$ cat src/rtl/core/lfrs_pkg.sv
// Shared types, codes and constants for the logger file rotation sequencer.
// No dependencies; imported by every module of the block.

package lfrs_pkg;

    localparam int unsigned BUFFERS_PER_BLOCK_DEF = 4;

    localparam int unsigned SIZE_W  = 32;
    localparam int unsigned COUNT_W = 16;
    localparam int unsigned FIRST_W = 14;
    localparam int unsigned CFG_W   = 32;
    localparam int unsigned CIDX_W  = 2;
    localparam int unsigned BCD_W   = 16;
    localparam int unsigned REM_W   = 10;

    localparam logic [FIRST_W-1:0] FIRST_MAX = 14'd9999;

    // register indexes
    localparam logic [CIDX_W-1:0] CFG_FILE_SIZE  = 2'd0;
    localparam logic [CIDX_W-1:0] CFG_FILE_COUNT = 2'd1;
    localparam logic [CIDX_W-1:0] CFG_FIRST_NUM  = 2'd2;

    // event codes
    localparam logic [2:0] REQ_START     = 3'd0;
    localparam logic [2:0] REQ_REPORT    = 3'd1;
    localparam logic [2:0] REQ_WR_DONE   = 3'd2;
    localparam logic [2:0] REQ_FL_DONE   = 3'd3;
    localparam logic [2:0] REQ_OPEN_DONE = 3'd4;

    typedef enum logic [1:0] {
        CMD_NONE  = 2'd0,
        CMD_WRITE = 2'd1,
        CMD_FLUSH = 2'd2,
        CMD_OPEN  = 2'd3
    } cmd_t;

    typedef enum logic [2:0] {
        PH_WAIT_START = 3'd0,
        PH_IDLE       = 3'd1,
        PH_WRITING    = 3'd2,
        PH_FLUSHING   = 3'd3,
        PH_OPENING    = 3'd4,
        PH_ERROR      = 3'd5,
        PH_COMPLETE   = 3'd6
    } phase_t;

    typedef enum logic [2:0] {
        ERR_NONE      = 3'd0,
        ERR_CARD_OPEN = 3'd1,
        ERR_OVERLAP   = 3'd2,
        ERR_WRITE     = 3'd3,
        ERR_FLUSH     = 3'd4
    } err_t;

    typedef struct packed {
        logic [SIZE_W-1:0]  size;
        logic [COUNT_W-1:0] count;
        logic [3:0]         first_thou;
        logic [REM_W-1:0]   first_rem;
    } cfg_t;

    typedef struct packed {
        logic [2:0] req;
        logic [1:0] mask;
        logic       ok;
    } evt_t;

    typedef struct packed {
        cmd_t             command;
        logic             bsel;
        logic [BCD_W-1:0] name;
        phase_t           phase;
        err_t             error;
    } res_t;

    // clamp to 9999 and split off the thousands digit (reciprocal of 1000)
    function automatic logic [3+REM_W:0] first_split(input logic [FIRST_W-1:0] v);
        logic [FIRST_W-1:0] c;
        logic [27:0]        p;
        logic [3:0]         q;
        logic [FIRST_W-1:0] r;
        c = (v > FIRST_MAX) ? FIRST_MAX : v;
        p = 28'(c) * 28'd8389;
        q = p[26:23];
        r = c - FIRST_W'(q * 14'd1000);
        return {q, r[REM_W-1:0]};
    endfunction

    // remainder below 1000 to three BCD digits
    function automatic logic [11:0] low_bcd(input logic [REM_W-1:0] r);
        logic [15:0] ph;
        logic [3:0]  h;
        logic [6:0]  r2;
        logic [13:0] pt;
        logic [3:0]  t;
        logic [3:0]  u;
        ph = 16'(r) * 16'd41;
        h  = ph[15:12];
        r2 = 7'(r - REM_W'(h * 10'd100));
        pt = 14'(r2) * 14'd103;
        t  = pt[13:10];
        u  = 4'(r2 - 7'(t * 7'd10));
        return {h, t, u};
    endfunction

    function automatic logic [BCD_W-1:0] bcd_inc(input logic [BCD_W-1:0] d);
        logic [BCD_W-1:0] r;
        logic             c;
        logic [4:0]       dg;
        r = '0;
        c = 1'b1;
        for (int i = 0; i < 4; i++) begin
            dg = 5'(d[4*i +: 4]) + 5'(c);
            if (dg >= 5'd10) begin
                dg = 5'd0;
                c  = 1'b1;
            end else begin
                c = 1'b0;
            end
            r[4*i +: 4] = dg[3:0];
        end
        return r;
    endfunction

endpackage

$ cat src/rtl/core/lfrs_cfg_regs.sv
// Configuration registers of the file rotation sequencer.
// Depends on lfrs_pkg; the first file number is stored clamped, thousands split off.

module lfrs_cfg_regs
    import lfrs_pkg::*;
(
    input  logic              aclk,
    input  logic              aresetn,
    input  logic              cfg_wr_en,
    input  logic [CIDX_W-1:0] cfg_wr_index,
    input  logic [CFG_W-1:0]  cfg_wr_data,
    output cfg_t              cfg
);

    cfg_t              cfg_reg;
    cfg_t              cfg_next;
    logic [3+REM_W:0]  split;

    assign split = first_split(cfg_wr_data[FIRST_W-1:0]);

    always_comb begin
        cfg_next = cfg_reg;
        if (cfg_wr_en) begin
            unique case (cfg_wr_index)
                CFG_FILE_SIZE:  cfg_next.size  = cfg_wr_data[SIZE_W-1:0];
                CFG_FILE_COUNT: cfg_next.count = cfg_wr_data[COUNT_W-1:0];
                CFG_FIRST_NUM: begin
                    cfg_next.first_thou = split[3+REM_W:REM_W];
                    cfg_next.first_rem  = split[REM_W-1:0];
                end
                default: cfg_next = cfg_reg;
            endcase
        end
    end

    always_ff @(posedge aclk) begin
        if (!aresetn) begin
            cfg_reg.size       <= SIZE_W'(1);
            cfg_reg.count      <= COUNT_W'(1);
            cfg_reg.first_thou <= '0;
            cfg_reg.first_rem  <= '0;
        end else begin
            cfg_reg <= cfg_next;
        end
    end

    assign cfg = cfg_reg;

endmodule

$ cat src/rtl/core/lfrs_seq.sv
// Sequencer state and per-event update logic.
// Depends on lfrs_pkg; driven by the pipeline in the top level, one event per step.

module lfrs_seq
    import lfrs_pkg::*;
#(
    parameter int unsigned BUFFERS_PER_BLOCK = BUFFERS_PER_BLOCK_DEF
) (
    input  logic aclk,
    input  logic aresetn,
    input  logic step,
    input  evt_t evt,
    input  cfg_t cfg,
    output res_t res
);

    localparam int unsigned BIB_W = $clog2(BUFFERS_PER_BLOCK + 1);

    phase_t             phase_reg,  phase_next;
    err_t               error_reg,  error_next;
    logic [BIB_W-1:0]   bib_reg,    bib_next;
    logic [SIZE_W-1:0]  blocks_reg, blocks_next;
    logic [COUNT_W-1:0] files_reg,  files_next;
    logic [BCD_W-1:0]   name_reg,   name_next;
    logic               act_reg,    act_next;

    logic [BIB_W-1:0]   bib_inc;
    logic [SIZE_W-1:0]  blocks_dec;
    logic [COUNT_W-1:0] files_dec;
    logic               bib_wrap;
    logic               blk_last;
    logic               file_more;
    cmd_t               cmd;
    logic               bsel;

    assign bib_inc    = bib_reg + BIB_W'(1);
    assign bib_wrap   = (bib_inc == BIB_W'(BUFFERS_PER_BLOCK));
    assign blocks_dec = blocks_reg - SIZE_W'(1);
    assign blk_last   = (blocks_dec == '0);
    assign files_dec  = files_reg - COUNT_W'(1);
    assign file_more  = (files_dec != '0);

    // next state
    always_comb begin
        phase_next  = phase_reg;
        error_next  = error_reg;
        bib_next    = bib_reg;
        blocks_next = blocks_reg;
        files_next  = files_reg;
        name_next   = name_reg;
        act_next    = act_reg;
        unique case (evt.req)
            REQ_START: begin
                if (phase_reg == PH_WAIT_START) begin
                    blocks_next = cfg.size;
                    files_next  = cfg.count;
                    name_next   = {cfg.first_thou, low_bcd(cfg.first_rem)};
                    bib_next    = '0;
                    phase_next  = PH_OPENING;
                end
            end
            REQ_REPORT: begin
                if (phase_reg == PH_IDLE) begin
                    if (evt.mask == 2'b11) begin
                        phase_next = PH_ERROR;
                        error_next = ERR_OVERLAP;
                    end else if (evt.mask != 2'b00) begin
                        act_next   = (evt.mask == 2'b10);
                        phase_next = PH_WRITING;
                    end
                end
            end
            REQ_WR_DONE: begin
                if (phase_reg == PH_WRITING) begin
                    if (!evt.ok) begin
                        phase_next = PH_ERROR;
                        error_next = ERR_WRITE;
                    end else if (bib_wrap) begin
                        bib_next   = '0;
                        phase_next = PH_FLUSHING;
                    end else begin
                        bib_next   = bib_inc;
                        phase_next = PH_IDLE;
                    end
                end
            end
            REQ_FL_DONE: begin
                if (phase_reg == PH_FLUSHING) begin
                    if (!evt.ok) begin
                        phase_next = PH_ERROR;
                        error_next = ERR_FLUSH;
                    end else if (blk_last) begin
                        blocks_next = cfg.size;
                        files_next  = files_dec;
                        if (file_more) begin
                            name_next  = bcd_inc(name_reg);
                            phase_next = PH_OPENING;
                        end else begin
                            phase_next = PH_COMPLETE;
                        end
                    end else begin
                        blocks_next = blocks_dec;
                        phase_next  = PH_IDLE;
                    end
                end
            end
            REQ_OPEN_DONE: begin
                if (phase_reg == PH_OPENING) begin
                    if (evt.ok) begin
                        phase_next = PH_IDLE;
                    end else begin
                        phase_next = PH_ERROR;
                        error_next = ERR_CARD_OPEN;
                    end
                end
            end
            default: phase_next = phase_reg;
        endcase
    end

    // command out
    always_comb begin
        cmd  = CMD_NONE;
        bsel = 1'b0;
        unique case (evt.req)
            REQ_START: begin
                if (phase_reg == PH_WAIT_START) cmd = CMD_OPEN;
            end
            REQ_REPORT: begin
                if (phase_reg == PH_IDLE && evt.mask != 2'b11 && evt.mask != 2'b00) begin
                    cmd  = CMD_WRITE;
                    bsel = (evt.mask == 2'b10);
                end
            end
            REQ_WR_DONE: begin
                if (phase_reg == PH_WRITING && evt.ok && bib_wrap) cmd = CMD_FLUSH;
            end
            REQ_FL_DONE: begin
                if (phase_reg == PH_FLUSHING && evt.ok && blk_last && file_more) begin
                    cmd = CMD_OPEN;
                end
            end
            default: cmd = CMD_NONE;
        endcase
    end

    always_ff @(posedge aclk) begin
        if (!aresetn) begin
            phase_reg  <= PH_WAIT_START;
            error_reg  <= ERR_NONE;
            bib_reg    <= '0;
            blocks_reg <= '0;
            files_reg  <= '0;
            name_reg   <= '0;
            act_reg    <= 1'b0;
        end else if (step) begin
            phase_reg  <= phase_next;
            error_reg  <= error_next;
            bib_reg    <= bib_next;
            blocks_reg <= blocks_next;
            files_reg  <= files_next;
            name_reg   <= name_next;
            act_reg    <= act_next;
        end
    end

    assign res.command = cmd;
    assign res.bsel    = bsel & act_next;
    assign res.name    = name_next;
    assign res.phase   = phase_next;
    assign res.error   = error_next;

endmodule

$ cat src/rtl/core/logger_file_rotation_sequencer.sv
// Top level of the logger file rotation sequencer: input register, result register.
// Depends on lfrs_pkg, lfrs_cfg_regs and lfrs_seq.
//
//   channel  ports                                   direction
//   s_       s_valid s_ready s_req_type s_ready_mask s_op_ok   event in
//   m_       m_valid m_ready m_command m_buffer_select
//            m_file_name_bcd m_phase m_error_code        result out
//   cfg_     cfg_wr_en cfg_wr_index cfg_wr_data        register write
//
// One event per cycle while m_ does not stall; each event passes the input
// register, then the state update, into the result register that drives m_.
// Synchronous active-low reset clears the pipeline valids, sequencer state
// and registers (file size 1, file count 1, first number 0).
// An m_ stall holds the result; s_ready stays high while the input register
// is empty or can drain into the result register in the same cycle.

module logger_file_rotation_sequencer
    import lfrs_pkg::*;
#(
    parameter int unsigned BUFFERS_PER_BLOCK = BUFFERS_PER_BLOCK_DEF
) (
    input  logic              aclk,
    input  logic              aresetn,
    input  logic              s_valid,
    output logic              s_ready,
    input  logic [2:0]        s_req_type,
    input  logic [1:0]        s_ready_mask,
    input  logic              s_op_ok,
    output logic              m_valid,
    input  logic              m_ready,
    output logic [1:0]        m_command,
    output logic              m_buffer_select,
    output logic [BCD_W-1:0]  m_file_name_bcd,
    output logic [2:0]        m_phase,
    output logic [2:0]        m_error_code,
    input  logic              cfg_wr_en,
    input  logic [CIDX_W-1:0] cfg_wr_index,
    input  logic [CFG_W-1:0]  cfg_wr_data
);

    cfg_t cfg;
    evt_t evt_reg;
    res_t res;
    res_t res_reg;
    logic in_vld_reg, in_vld_next;
    logic out_vld_reg, out_vld_next;
    logic advance;
    logic s_xfer;

    assign advance = in_vld_reg && (!out_vld_reg || m_ready);
    assign s_ready = !in_vld_reg || advance;
    assign s_xfer  = s_valid && s_ready;

    lfrs_cfg_regs u_cfg (
        .aclk         (aclk),
        .aresetn      (aresetn),
        .cfg_wr_en    (cfg_wr_en),
        .cfg_wr_index (cfg_wr_index),
        .cfg_wr_data  (cfg_wr_data),
        .cfg          (cfg)
    );

    lfrs_seq #(
        .BUFFERS_PER_BLOCK (BUFFERS_PER_BLOCK)
    ) u_seq (
        .aclk    (aclk),
        .aresetn (aresetn),
        .step    (advance),
        .evt     (evt_reg),
        .cfg     (cfg),
        .res     (res)
    );

    always_comb begin
        in_vld_next = in_vld_reg;
        if (s_xfer) begin
            in_vld_next = 1'b1;
        end else if (advance) begin
            in_vld_next = 1'b0;
        end
        out_vld_next = out_vld_reg;
        if (advance) begin
            out_vld_next = 1'b1;
        end else if (m_ready) begin
            out_vld_next = 1'b0;
        end
    end

    always_ff @(posedge aclk) begin
        if (!aresetn) begin
            in_vld_reg  <= 1'b0;
            out_vld_reg <= 1'b0;
        end else begin
            in_vld_reg  <= in_vld_next;
            out_vld_reg <= out_vld_next;
        end
    end

    always_ff @(posedge aclk) begin
        if (s_xfer) begin
            evt_reg.req  <= s_req_type;
            evt_reg.mask <= s_ready_mask;
            evt_reg.ok   <= s_op_ok;
        end
        if (advance) begin
            res_reg <= res;
        end
    end

    assign m_valid         = out_vld_reg;
    assign m_command       = res_reg.command;
    assign m_buffer_select = res_reg.bsel;
    assign m_file_name_bcd = res_reg.name;
    assign m_phase         = res_reg.phase;
    assign m_error_code    = res_reg.error;

    a_err_phase: assert property (@(posedge aclk) disable iff (!aresetn)
        m_valid |-> ((m_phase == PH_ERROR) == (m_error_code != ERR_NONE)))
        else $error("error code and error phase disagree");

    a_write_phase: assert property (@(posedge aclk) disable iff (!aresetn)
        (m_valid && m_command == CMD_WRITE) |-> (m_phase == PH_WRITING))
        else $error("write command outside writing phase");

    a_open_phase: assert property (@(posedge aclk) disable iff (!aresetn)
        (m_valid && m_command == CMD_OPEN) |-> (m_phase == PH_OPENING))
        else $error("open command outside opening phase");

    a_bsel: assert property (@(posedge aclk) disable iff (!aresetn)
        (m_valid && m_command != CMD_WRITE) |-> !m_buffer_select)
        else $error("buffer select without write command");

endmodule

$ cat config.mk
export PLATFORM = sky130hd
export DESIGN_NAME = logger_file_rotation_sequencer
export DESIGN_NICKNAME = d
export VERILOG_FILES = /design/src/rtl/core/lfrs_pkg.sv /design/src/rtl/core/lfrs_cfg_regs.sv /design/src/rtl/core/lfrs_seq.sv /design/src/rtl/core/logger_file_rotation_sequencer.sv
export SDC_FILE = /design/constraint.sdc
export NUM_CORES = 1
export LEC_CHECK = 0
export ABC_AREA = 1
export BUFFER_PORTS_ARGS = -buffer_cell sky130_fd_sc_hd__buf_4
export CAP_MARGIN = 25
export CORE_MARGIN = 2
export CORE_UTILIZATION = 50
export CTS_CLUSTER_DIAMETER = 80
export DETAILED_ROUTE_END_ITERATION = 10
export PLACE_DENSITY = 0.73
export RECOVER_POWER = 100
export SLEW_MARGIN = 25
export SYNTH_ARGS = -nofsm -noshare
export SYNTH_HDL_FRONTEND = slang
export SYNTH_HIERARCHICAL = 1
export SYNTH_SLANG_ARGS = --single-unit
$ cat constraint.sdc
create_clock -name aclk -period 10.53 [get_ports aclk]
set_input_delay 2.106 -clock aclk [delete_from_list [all_inputs] [get_ports aclk]]
set_output_delay 2.106 -clock aclk [all_outputs]
set_load 0.1 [all_outputs]
# Word-level counts from Yosys, hierarchy flattened
# Index checks and enable logic that the tools add are counted.
[totals]
ff_bits = 169
out_inout_bits = 27
wordCells = 174
[op_classes]
add_sub_neg = 10
multipliers = 6
magnitude_cmp = 5
eq_ne = 20
mux = 82
bitwise = 1
n_reduce_logical = 29
[op_table]
columns = ["operator", "n"]
rows = [
  ["two-way mux 16 bit", 9],
  ["two-way mux 32 bit", 4],
  ["two-way mux 3 bit", 23],
  ["one-hot mux 16 bit (2 select lines)", 2],
  ["one-hot mux 32 bit (2 select lines)", 1],
  ["zero test 32 bit", 1],
  ["subtractor 32 x 1 -> 32 bit, second input constant", 1],
  ["two-way mux 1 bit", 29],
  ["multiplier 14 x 14 -> 27 bit, second input constant", 1],
  [">= comparator 5 x 4 -> 1 bit, second input constant", 4],
  ["multiplier 10 x 6 -> 16 bit, second input constant", 1],
  ["two-way mux 4 bit", 4],
  ["nonzero test 16 bit", 1],
  ["subtractor 16 x 1 -> 16 bit, second input constant", 1],
  ["adder 4 x 1 -> 5 bit", 3],
  ["one-hot mux 3 bit (5 select lines)", 1],
  ["> comparator 14 bit, second input constant", 1],
  ["multiplier 7 x 7 -> 14 bit, second input constant", 1],
  ["two-way mux 14 bit", 1],
  ["equality test 3 x 2 -> 1 bit, second input constant", 4],
  ["one-hot mux 3 bit (4 select lines)", 1],
  ["two-way mux 2 bit", 5],
  ["AND reduction 5 bit", 2],
  ["nonzero test 2 bit", 5],
  ["24 further kinds", 47],
]

# Depth between registers and ports, before layout
# Gate-level depths: netlist of the first run.
[depth]
word_depth = 32
mapped_depth = 48
depth_no_buf = 48

# Hierarchy
# The synthesis of the first run kept the hierarchy.
[by_module_without_submodules]
columns = ["module", "n_inst", "cells_per_inst", "area_each_um2", "seq_area_each_um2"]
rows = [
  ["lfrs_seq", 1, 1324, 8405.6, 1461.4],
  ["lfrs_cfg_regs", 1, 712, 5243.8, 1241.2],
  ["logger_file_rotation_sequencer", 1, 44, 1026.0, 970.9],
]

# Worst setup path after synthesis of the first run
# Ideal clock, no wire load.
[synth_path]
kind = "input to register"
start = "in cfg_wr_data[11]"
end = "reg u_cfg.cfg_reg, in the netlist u_cfg/cfg[9]"
setup_ps = 109
arrival_time_ps = 8459
t_required_ps = 10421
setup_slack_ps = 1962
cell_stages = 40
n_path_buf = 0
cell_sequence = "nor2_1 a21oi_4 nor2_1 nor2_1 a21oi_1 ha_1 ha_1 fa_1 fa_1 ha_1 ha_1 a21o_1 a31oi_1 a21oi_1 nor2_1 nand2_1 nand2_1 nand3_1 [4 not listed] ha_1 inv_1 fa_1 inv_1 ha_1 a21oi_1 o21ai_0 xnor2_1 xor2_1 inv_1 nand3_1 nand2_1 nand2_1 nand2_1 nand2_1 nand3_1 nand2_1 inv_1"
[synth_via]
elab_chain_cells = 5
[synth_rtl]
columns = ["item", "line_no", "source"]
rows = [
  ["start: declaration", "logger_file_rotation_sequencer.sv:38", "input logic [CFG_W-1:0] cfg_wr_data"],
  ["> comparator 14 bit", "lfrs_pkg.sv:82", "c = (v > FIRST_MAX) ? FIRST_MAX : v;"],
  ["two-way mux 14 bit (*)", "lfrs_pkg.sv:82", ""],
  ["multiplier 14 x 14 -> 27 bit", "lfrs_pkg.sv:83", "p = 28'(c) * 28'd8389;"],
  ["multiplier 4 x 7 -> 7 bit", "lfrs_pkg.sv:85", "r = c - FIRST_W'(q * 14'd1000);"],
  ["subtractor 10 bit (*)", "lfrs_pkg.sv:85", ""],
  ["end signal: assignment", "lfrs_cfg_regs.sv:43", "cfg_reg <= cfg_next;"],
  ["end: declaration", "lfrs_cfg_regs.sv:15", "cfg_t cfg_reg;"],
]
# Mark *: on every way between the ends. The rest lies on a longest branch, timed or not.
# A chain may end at the register's enable or synchronous reset.

# Worst setup path after layout of the first run
[layout_path]
start = "in cfg_wr_data[10]"
end = "reg u_cfg.cfg_reg, in the netlist u_cfg/cfg[9]"
# The elaborated chain is that of the path after synthesis.

==> results.cfg, run 1 <==
[drt]
route.detailed.drc = 0
vias_per_cell = 5.39
ant_nets = 0
dr_wl_met3_um = 2120
dr.max_layer_used = met4
dr_wl_met2_um = 16700
drt-met1-wl_um = 17200
first_pass_iters = 6
detail_route.wl_per_cell_um = 14.5
drt-initial-drc-count = 1136
vias = 13600
wl_um = 36600

[synth]
synthTopCellsByArea = dfxtp_1 (19%), ha_1 (16%), nand2_1 (11%), inv_1 (7.6%), nor2_1 (7.6%)
synth_flop_cell = dfxtp_1
netlist_area_mm2 = 0.0147
ys_ff_latch = 168
synth.largest_area_cell = dfxtp_1
ys_async_sr_fraction_pct = 0
synth-edff-count = 31
syn_area_per_cell_um2 = 7.06
netlist_top_cells_count = nand2_1 (411), inv_1 (296), nor2_1 (296)
ys_types = 57
synth_nets = 2348
ys_seq_area_share_pct = 25.0
synth_cells = 2080
yosysMostFrequentCell = nand2_1
yosysWarnings = 6
synth_top_area_share_pct = 18.7

[timing]
fmax_mhz = 107
fin_skew_ps = 9.33
rsz0062_at_grt = no
slew_violations = 167
relSlewSlack_pct = -76.2
setup_viol = 0
worst_slew_pin_slew_ps = 2640
min_period_ps = 9320
finalHoldViolations = 0
min_period_over_period_pct = 88.5
setup_tns_ps = 0

[setup_path]
slowest_stage = a21oi_1
r2r_start = u_cfg/cfg[1]$_SDFFE_PN0P_
crit_path_max_fanout = 8
worstPathRequired_ps = 10860
cp_top_family = adder cells
ff2ff_path_depth = 39
crit_type = input port to flip-flop
regToRegSetupSlack_ps = 2080
end_kind = flip-flop
arrival_ps = 9650
path_buf_inv = 10
cp_slowest_stage_delay_ps = 590
rr_endpoint = u_seq/name_reg[2]$_SDFFE_PN0P_
startpoint_type = input port

[clock_tree]
clock_sinks = 168
root_buffer = clkbuf_16
clk_path_buf_depth = 2
cts_hold_buf = 0
ctsHtreeMaxLevel = 4
numCtsBuffers = 17
cts_resized = 0
postCtsSetupBuffers = 0
clk_pin_slew_ps = 70
clk_latency_ps = 430
cts_tree = done

[finish]
fill_cells = 2801
largest_reg_flops = 62
area_growth_pct = 7.70
final_nets = 2390
n_antenna_cell = 0
final_cell_count_no_fill = 2519
drive_above_1_share_pct = 8.10

[placement]
dp_hpwl_um = 28200
dpl.cell_count = 2487
io_buffers = 71
place.gp.congestion = 0.953

[power]
peakVddDrop_v = 0.000161
p_leak_nw = 8.02
power_density_mw_per_mm2 = 192

[run]
cap_violations = 3

[global_route]
grt_max_degree = 70
grt_pass1_wl_um = 60700
grt_pass1_vias = 12800
grt_usage_pct = 24.1
antenna_found_initial = 0
overflow = 0

[floorplanning]
rows = 62
dieArea_mm2 = 0.0307
pin_count = 72
initial_core_util_pct = 51.0
die_w_um = 175
die_y_um = 175
core-area_mm2 = 0.0288

[run_status]
violations = capacitance limit, slew limit
status = complete, but fails checks

[min_path]
min_path_type = flip-flop to flip-flop
whs_path_depth = 2
min_to = u_seq/error_reg[2]$_SDFFE_PN0P_
hp-start = u_seq/error_reg[2]$_SDFFE_PN0P_
[metal layers]
layer / track usage [%] / up-vias
met5: 0 / -
met2: 39.1 / 418
met1: 33.8 / 6247
li1: - / 6871
met4: 6.35 / 0
met3: 2.92 / 47
[how the worst max path moves through the flow]
| stage | from | endpoint | slack, ps | cells after the start |
|---|---|---|---|---|
| 3_3_place_gp | cfg_wr_data[13] | u_cfg/cfg[9]$_SDFFE_PN0P_ | 1310 | 41 |
| 6_report | cfg_wr_data[10] | u_cfg/cfg[9]$_SDFFE_PN0P_ | 1210 | 46 |
| 3_5_place_dp | cfg_wr_data[13] | u_cfg/cfg[9]$_SDFFE_PN0P_ | 1140 | 41 |
| 2_1_floorplan | cfg_wr_data[11] | u_cfg/cfg[9]$_SDFFE_PN0P_ | 1960 | 40 |
| 4_1_cts | cfg_wr_data[13] | u_cfg/cfg[9]$_SDFFE_PN0P_ | 1590 | 41 |
| 5_1_grt | cfg_wr_data[10] | u_cfg/cfg[9]$_SDFFE_PN0P_ | 590 | 43 |
[power breakdown]
group	switching [mW]	internal, mW
registers	0.0266	0.692
logic	1.07	0.655
clock network	0.266	0.327
total	1.36	1.67
[cells in the final DEF, fill, tap and decap left out, types with 5 or more instances in the layout]
master     count
clkbuf_4       7
a21oi_1      118
a21oi_2       11
inv_2         12
buf_4         39
nor2_4         6
nor2_1       298
xor2_1        28
o21ai_0      116
o211ai_1      27
xnor2_1        7
nand3_1      118
nand2_1      414
a211oi_1       8
o21a_1         5
fa_1          37
o21ai_1        7
clkbuf_1      31
dfxtp_1      137
a21o_1         7
clkinv_1       6
nand2_2       25
clkbuf_16     17
nor2_2        18
nand4_1       36
inv_1        300
edfxtp_1      31
ha_1         186
nor3_1         8
nand3b_1       8
a31oi_1       10
a211oi_2       5
[worst reg2reg max path, delay by kind of cell (launching register included)]
family / cells / cell delay, ps
AOI/OAI and AO/OA: 5 / 680
buffers and inverters: 8 / 520
and+or+nand+nor: 10 / 1280
DFF: 1 / 410
xor gates and xnor gates: 3 / 900
adders and majority gates: 13 / 4580
[final cells by class]
class                           instances  area [µm²]  area share (%)
Clock buffer                           18         429            2.72
Clock inverter                         14         125           0.792
Inverter                              318        1200            7.57
Multi-Input combinational cell       1541        9440            59.7
Sequential cell                       168        3670            23.2
Tap cell                              384         480            3.04
Timing Repair Buffer                   76         458            2.90
[per-stage QoR]
step / area (µm²) / worst slack, ps / hold slack, ps / utilization [%] / total power [mW]
floorplan: 14700 / 1960 / 433 / - / 2.08
global placement: 15500 / 1310 / 453 / 53.8 / 2.41
detailed placement: 15500 / 1140 / 456 / 53.8 / 2.46
CTS: 16000 / 1590 / 471 / 55.7 / 3.07
global route: 15800 / 592 / 498 / 54.9 / 3.36
finish: 15800 / 1210 / 470 / 54.9 / 3.04
[logic make-up (layout without fill, tap and decap cells)]
group                      Yosys count  after routing  share of synthesized area (%)
and+or+nand+nor                    949            949                           28.1
xor gates and xnor gates            36             36                           2.20
adders and majority gates          223            223                           20.9
AOI/OAI and AO/OA                  333            333                           13.8
buffers and inverters              371            426                           9.92
DFF                                168            168                           25.0
(Power assumes the default switching activity.)
==> run 2, diff against run 1 <==
--- a/config.mk
+++ b/config.mk
@@ -5,9 +5,8 @@
 export SDC_FILE = /design/constraint.sdc
 export NUM_CORES = 1
 export LEC_CHECK = 0
-export ABC_AREA = 1
 export BUFFER_PORTS_ARGS = -buffer_cell sky130_fd_sc_hd__buf_4
-export CAP_MARGIN = 25
+export CAP_MARGIN = 20
 export CORE_MARGIN = 2
 export CORE_UTILIZATION = 50
 export CTS_CLUSTER_DIAMETER = 80
==> run 2 against run 1 <==
  * The run still ends with capacitance limit, slew limit left
  * Clock skew is 2.8 ps higher
  * Register-to-register slack worse by 520 ps
  * Routed wire length is 3.0% lower
  * Sequential power is 3% higher
  * Clock power is 12% higher
  * Cell area is 4.1% lower
  * Synthesized area is 4.9% lower
  * Combinational power is 50% higher
  * Maximum frequency is 6.1% lower
  * Via count is 8.1% lower
  * Highest routed layer unchanged
==> results.cfg, run 2 <==
[clock_tree]
clock_sinks = 168
clk_latency_ps = 440
postCtsSetupBuffers = 0
numCtsBuffers = 17
clk_path_buf_depth = 2
ctsHtreeMaxLevel = 4
cts_resized = 0
clk_pin_slew_ps = 70
cts_tree = done
root_buffer = clkbuf_16
cts_hold_buf = 0

[floorplanning]
rows = 61
core-area_mm2 = 0.0276
pin_count = 72
die_y_um = 171
initial_core_util_pct = 50.5
die_w_um = 171
dieArea_mm2 = 0.0293

[setup_path]
slowest_stage = fa_1
rr_endpoint = m_file_name_bcd[3]$_DFFE_PP_
crit_start = cfg_wr_data[4]
crit_path_max_fanout = 11
worstPathRequired_ps = 10870
cp_slowest_stage_delay_ps = 530
startpoint_type = input port
arrival_ps = 10260
crit_path_frequent_cell = ha_1
crit_type = input port to flip-flop
end_kind = flip-flop
ff2ff_path_depth = 35
r2r_start = u_cfg/cfg[6]$_SDFFE_PN0P_
regToRegSetupSlack_ps = 1560

[run_status]
violations = capacitance limit, slew limit
status = complete, but fails checks

[run]
cap_violations = 7

[drt]
vias_per_cell = 5.99
detail_route.wl_per_cell_um = 17.0
ant_nets = 0
drt-initial-drc-count = 1090
first_pass_iters = 7
vias = 12500
route.detailed.drc = 0
wl_um = 35500

[placement]
place.gp.congestion = 0.905
postPlaceCellArea_mm2 = 0.0147
dpl.cell_count = 2052
io_buffers = 71
dp_hpwl_um = 26200
dpl_worst_slack_ps = 219

[synth]
synth.largest_area_cell = dfxtp_1
synth_nets = 1951
synth-edff-count = 31
syn_area_per_cell_um2 = 8.30
netlist_area_mm2 = 0.0140
synth_cells = 1683
yosysWarnings = 6
netlist_top_cells_count = nand2_1 (212), ha_1 (186), inv_1 (144)
yosysMostFrequentCell = nand2_1
ys_ff_latch = 168
synth_flop_cell = dfxtp_1
ys_async_sr_fraction_pct = 0
ys_seq_area_share_pct = 26.3
synth_top_area_share_pct = 19.6
ys_types = 96
synthTopCellsByArea = dfxtp_1 (20%), ha_1 (17%), edfxtp_1 (6.7%), nand2_1 (5.7%), fa_1 (5.3%)

[timing]
finalHoldViolations = 0
min_period_over_period_pct = 94.3
fin_skew_ps = 12.1
min_period_ps = 9920
worst_slew_pin_slew_ps = 2770
setup_tns_ps = 0
slew_violations = 290
relSlewSlack_pct = -84.7
layout_setup_ws_ps = 605
setup_viol = 0
fmax_mhz = 101
rsz0062_at_grt = no

[min_path]
hp-start = u_cfg/cfg[52]$_SDFFE_PN0P_
min_to = u_cfg/cfg[52]$_SDFFE_PN0P_
whs_path_depth = 2
min_path_type = flip-flop to flip-flop

[global_route]
antenna_found_initial = 0
grt_max_degree = 57
overflow = 0
grt_usage_pct = 24.4
grt_pass1_wl_um = 57800
grt_pass1_vias = 11700

[power]
power_density_mw_per_mm2 = 263
p_leak_nw = 6.52
peakVddDrop_v = 0.000231

[finish]
largest_reg_flops = 62
drive_above_1_share_pct = 7.62
finalInstanceArea_mm2 = 0.0152
area_growth_pct = 8.56
final_util_pct = 54.9
final_cell_count_no_fill = 2084
final_nets = 1961
final_common_cell = nand2_1
layout_common_cells = nand2_1 (211), ha_1 (186), inv_1 (143)
n_antenna_cell = 0
-- run 2: worst max-delay path: cells and delay by family --
| kind | cells | cell delay, ps |
|---|---|---|
| fa+ha+maj | 10 | 3610 |
| buf+inv | 5 | 360 |
| simple gates | 12 | 2840 |
| xor+xnor | 3 | 550 |
| compound gates | 5 | 800 |
-- run 2: area by class of cell --
type	count	area [µm²]
Sequential cell	168	3670
Tap cell	378	473
Inverter	144	541
Clock buffer	19	464
Clock inverter	13	156
Multi-Input combinational cell	1278	9350
Timing Repair Buffer	84	503
Fill cell	2595	12500
-- run 2: through the flow --
step           hold slack (ps)  power, mW
3_5_place_dp               447       3.31
6_report                   456       3.99
4_1_cts                    458       4.00
3_3_place_gp               443       3.25
2_1_floorplan              432       2.76
5_1_grt                    474       4.34
-- run 2: report_power, final --
| group | switching, mW | internal, mW |
|---|---|---|
| sequential | 0.0363 | 0.701 |
| combinational | 1.52 | 1.07 |
| clock | 0.285 | 0.378 |
-- run 2: kinds of logic (layout without fill, tap and decap cells) --
group / count (synthesis) / count (layout) / synth area share (%)
AND/OR/NAND/NOR: 588 / 588 / 21.0
AO/OA/AOI/OAI: 404 / 404 / 19.8
buffers and inverters: 237 / 260 / 6.75
adder cells (fa/ha/maj): 224 / 224 / 22.0
flip-flops: 168 / 168 / 26.3
XOR/XNOR: 51 / 51 / 3.30
multiplexers: 11 / 11 / 0.789
-- run 2: worst max path at each step --
stage	endpoint	slack, ps	cells past startpoint
6_report	u_cfg/cfg[9]$_SDFFE_PN0P_	610	35
5_1_grt	u_cfg/cfg[9]$_SDFFE_PN0P_	50	35
4_1_cts	u_cfg/cfg[9]$_SDFFE_PN0P_	650	35
3_5_place_dp	u_cfg/cfg[9]$_SDFFE_PN0P_	220	36
3_3_place_gp	u_cfg/cfg[9]$_SDFFE_PN0P_	530	35
2_1_floorplan	u_cfg/cfg[9]$_SDFFE_PN0P_	800	34
-- run 2: metal layers --
layer | up-vias | share of wire (%) | GRT usage [%]
li1 | 6063 | - | -
met1 | 5908 | 45 | 33.4
met2 | 461 | 46 | 39.2
met3 | 50 | 7.1 | 4.49
met4 | 0 | 1.7 | 7.33
met5 | - | 0 | 0
==> run 3, diff against run 2 <==
--- a/config.mk
+++ b/config.mk
@@ -7,11 +7,12 @@
 export LEC_CHECK = 0
 export BUFFER_PORTS_ARGS = -buffer_cell sky130_fd_sc_hd__buf_4
 export CAP_MARGIN = 20
-export CORE_MARGIN = 2
-export CORE_UTILIZATION = 50
+export CELL_PAD_IN_SITES_DETAIL_PLACEMENT = 1
+export CELL_PAD_IN_SITES_GLOBAL_PLACEMENT = 1
+export CORE_UTILIZATION = 48
 export CTS_CLUSTER_DIAMETER = 80
 export DETAILED_ROUTE_END_ITERATION = 10
-export PLACE_DENSITY = 0.73
+export PLACE_DENSITY = 0.88
 export RECOVER_POWER = 100
 export SLEW_MARGIN = 25
 export SYNTH_ARGS = -nofsm -noshare
==> run 3 against run 2 <==
  * The flow still finishes with violations (capacitance limit, slew limit)
  * Count of clock-buffer cells in the layout decreased by 2
  * Clock power decreased by 4.5%
  * Global-route usage increased by 3.9 points
  * Sequential share of layout area decreased by 0.068 points
  * Clock skew increased by 7.1 ps
  * Non-clock buffer count increased by 4
  * Cell count increased by 0.48%
  * Largest power group unchanged
==> results.cfg, run 3 (synthesis gave the netlist of run 2 again) <==
[setup_path]
crit_path_frequent_cell = ha_1
crit_start = cfg_wr_data[4]
path_buf_inv = 5
arrival_ps = 10500
cp_slowest_stage_delay_ps = 550
endpoint = u_cfg/cfg[9]$_SDFFE_PN0P_
r2r_start = u_cfg/cfg[4]$_SDFFE_PN0P_
end_kind = flip-flop
startpoint_type = input port
crit_cells = 36
ff2ff_path_depth = 34
worstPathRequired_ps = 10860
rr_endpoint = m_file_name_bcd[3]$_DFFE_PP_
crit_type = input port to flip-flop
regToRegSetupSlack_ps = 1450
cp_top_family = adder cells
slowest_stage = fa_1
crit_path_max_fanout = 11

[finish]
multi_input_area_mm2 = 0.00937
drive_above_1_share_pct = 7.78
n_antenna_cell = 0
layout_common_cells = nand2_1 (210), ha_1 (186), inv_1 (143)
final_common_cell = nand2_1
final_nets = 1965
regArea_mm2 = 0.00367
fill_cells = 3510
area_growth_pct = 8.86
largest_reg_flops = 62

[clock_tree]
clk_pin_slew_ps = 70
clk_latency_ps = 440
clk_path_buf_depth = 2
clock_sinks = 168
ctsHtreeMaxLevel = 4
root_buffer = clkbuf_16
cts_tree = done
numCtsBuffers = 17

[floorplanning]
initial_core_util_pct = 48.8
die_y_um = 173
core-area_mm2 = 0.0286
die_w_um = 173
dieArea_mm2 = 0.0298
rows = 62
pin_count = 72

[run_status]
status = complete, but fails checks
violations = capacitance limit, slew limit

[timing]
worst_slew_pin_slew_ps = 3080
rsz0062_at_grt = no
relSlewSlack_pct = -105
fin_skew_ps = 19.2
fmax_mhz = 98.3
finalHoldViolations = 0
min_period_over_period_pct = 96.6
slew_violations = 240
layout_setup_ws_ps = 354
min_period_ps = 10180
setup_viol = 0
fin_hold_ws_ps = 456
setup_tns_ps = 0

[global_route]
grt_pass1_wl_um = 68400
antenna_found_initial = 0
overflow = 0
grt_usage_pct = 28.3
grt_pass1_vias = 13300
grt_max_degree = 57

[power]
sw_frac_of_total_pct = 48.0
seq_power_share_pct = 18.1
switching_power_mw = 1.96
intPower_mw = 2.13
p_leak_nw = 6.54
power_density_mw_per_mm2 = 269
p_total_mw = 4.09
peakVddDrop_v = 0.000341
pwr-share-comb_pct = 66.5
p_clk_share_pct = 15.5

[drt]
vias_per_cell = 6.20
route.detailed.drc = 0
detail_route.wl_per_cell_um = 20.5
wl_um = 42900
first_pass_iters = 5
vias = 13000
drt-initial-drc-count = 1060
ant_nets = 0

[placement]
place.gp.congestion = 0.899
io_buffers = 71
dp_hpwl_um = 31700
dpl_worst_slack_ps = -15.2

[min_path]
min_path_type = flip-flop to flip-flop

[run]
cap_violations = 6
[run 3: cell type report]
| cell class | count | area share [%] |
|---|---|---|
| Sequential cell | 168 | 24.2 |
| Multi-Input combinational cell | 1278 | 61.6 |
| Tap cell | 384 | 3.16 |
| Clock inverter | 15 | 1.07 |
| Clock buffer | 17 | 2.80 |
| Inverter | 144 | 3.56 |
| Timing Repair Buffer | 88 | 3.61 |
[run 3: routing by layer]
layer / wire length, µm / GRT usage, %
met1: 18500 / 35.0
met2: 21800 / 51.0
met4: 860 / 8.63
met5: 0 / 0
met3: 1740 / 3.47
[run 3: worst min path at each step]
| stage | from | end | slack, ps | depth (start not counted) |
|---|---|---|---|---|
| floorplan | u_cfg/cfg[45]$_SDFFE_PN0P_ | u_cfg/cfg[45]$_SDFFE_PN0P_ | 430 | 2 |
| global placement | u_cfg/cfg[45]$_SDFFE_PN0P_ | u_cfg/cfg[45]$_SDFFE_PN0P_ | 440 | 2 |
| detailed placement | u_cfg/cfg[48]$_SDFFE_PN0P_ | u_cfg/cfg[48]$_SDFFE_PN0P_ | 450 | 2 |
| CTS | u_cfg/cfg[48]$_SDFFE_PN0P_ | u_cfg/cfg[48]$_SDFFE_PN0P_ | 460 | 2 |
| global route | u_seq/error_reg[0]$_SDFFE_PN0P_ | u_seq/error_reg[0]$_SDFFE_PN0P_ | 480 | 2 |
| finish | u_cfg/cfg[48]$_SDFFE_PN0P_ | u_cfg/cfg[48]$_SDFFE_PN0P_ | 460 | 2 |
[run 3: through the flow]
| step | util, % | cell area (µm²) | instances |
|---|---|---|---|
| 4_1_cts | 53.5 | 15300 | 2093 |
| 3_3_place_gp | 51.4 | 14700 | 2061 |
| 6_report | 53.1 | 15200 | 2094 |
| 3_5_place_dp | 51.4 | 14700 | 2061 |
| 5_1_grt | 53.1 | 15200 | 2094 |
| 2_1_floorplan | - | 14000 | 1683 |
[run 3: power groups by stage]
stage               Combinational [mW]  Clock (mW)  Sequential, mW
finish                            2.72       0.632           0.739
global route                      3.02       0.671           0.744
CTS                               2.74       0.643           0.738
detailed placement                2.71           0           0.753
global placement                  2.52           0           0.750
floorplan                         1.93           0           0.824
[run 3: worst register-to-register path, delay by kind of cell (launching register included)]
family | cells | cell delay, ps
xor gates and xnor gates | 8 | 1550
AOI/OAI and AO/OA | 9 | 2110
and+or+nand+nor | 2 | 170
buffers and inverters | 3 | 190
adders and majority gates | 12 | 4340
DFF | 1 | 460
[run 3: timing repair]
item                       CTS  global route
hold buffers                 0             0
buffers inserted             0             0
gates resized for setup      0             5
setup endpoints to repair    0             1
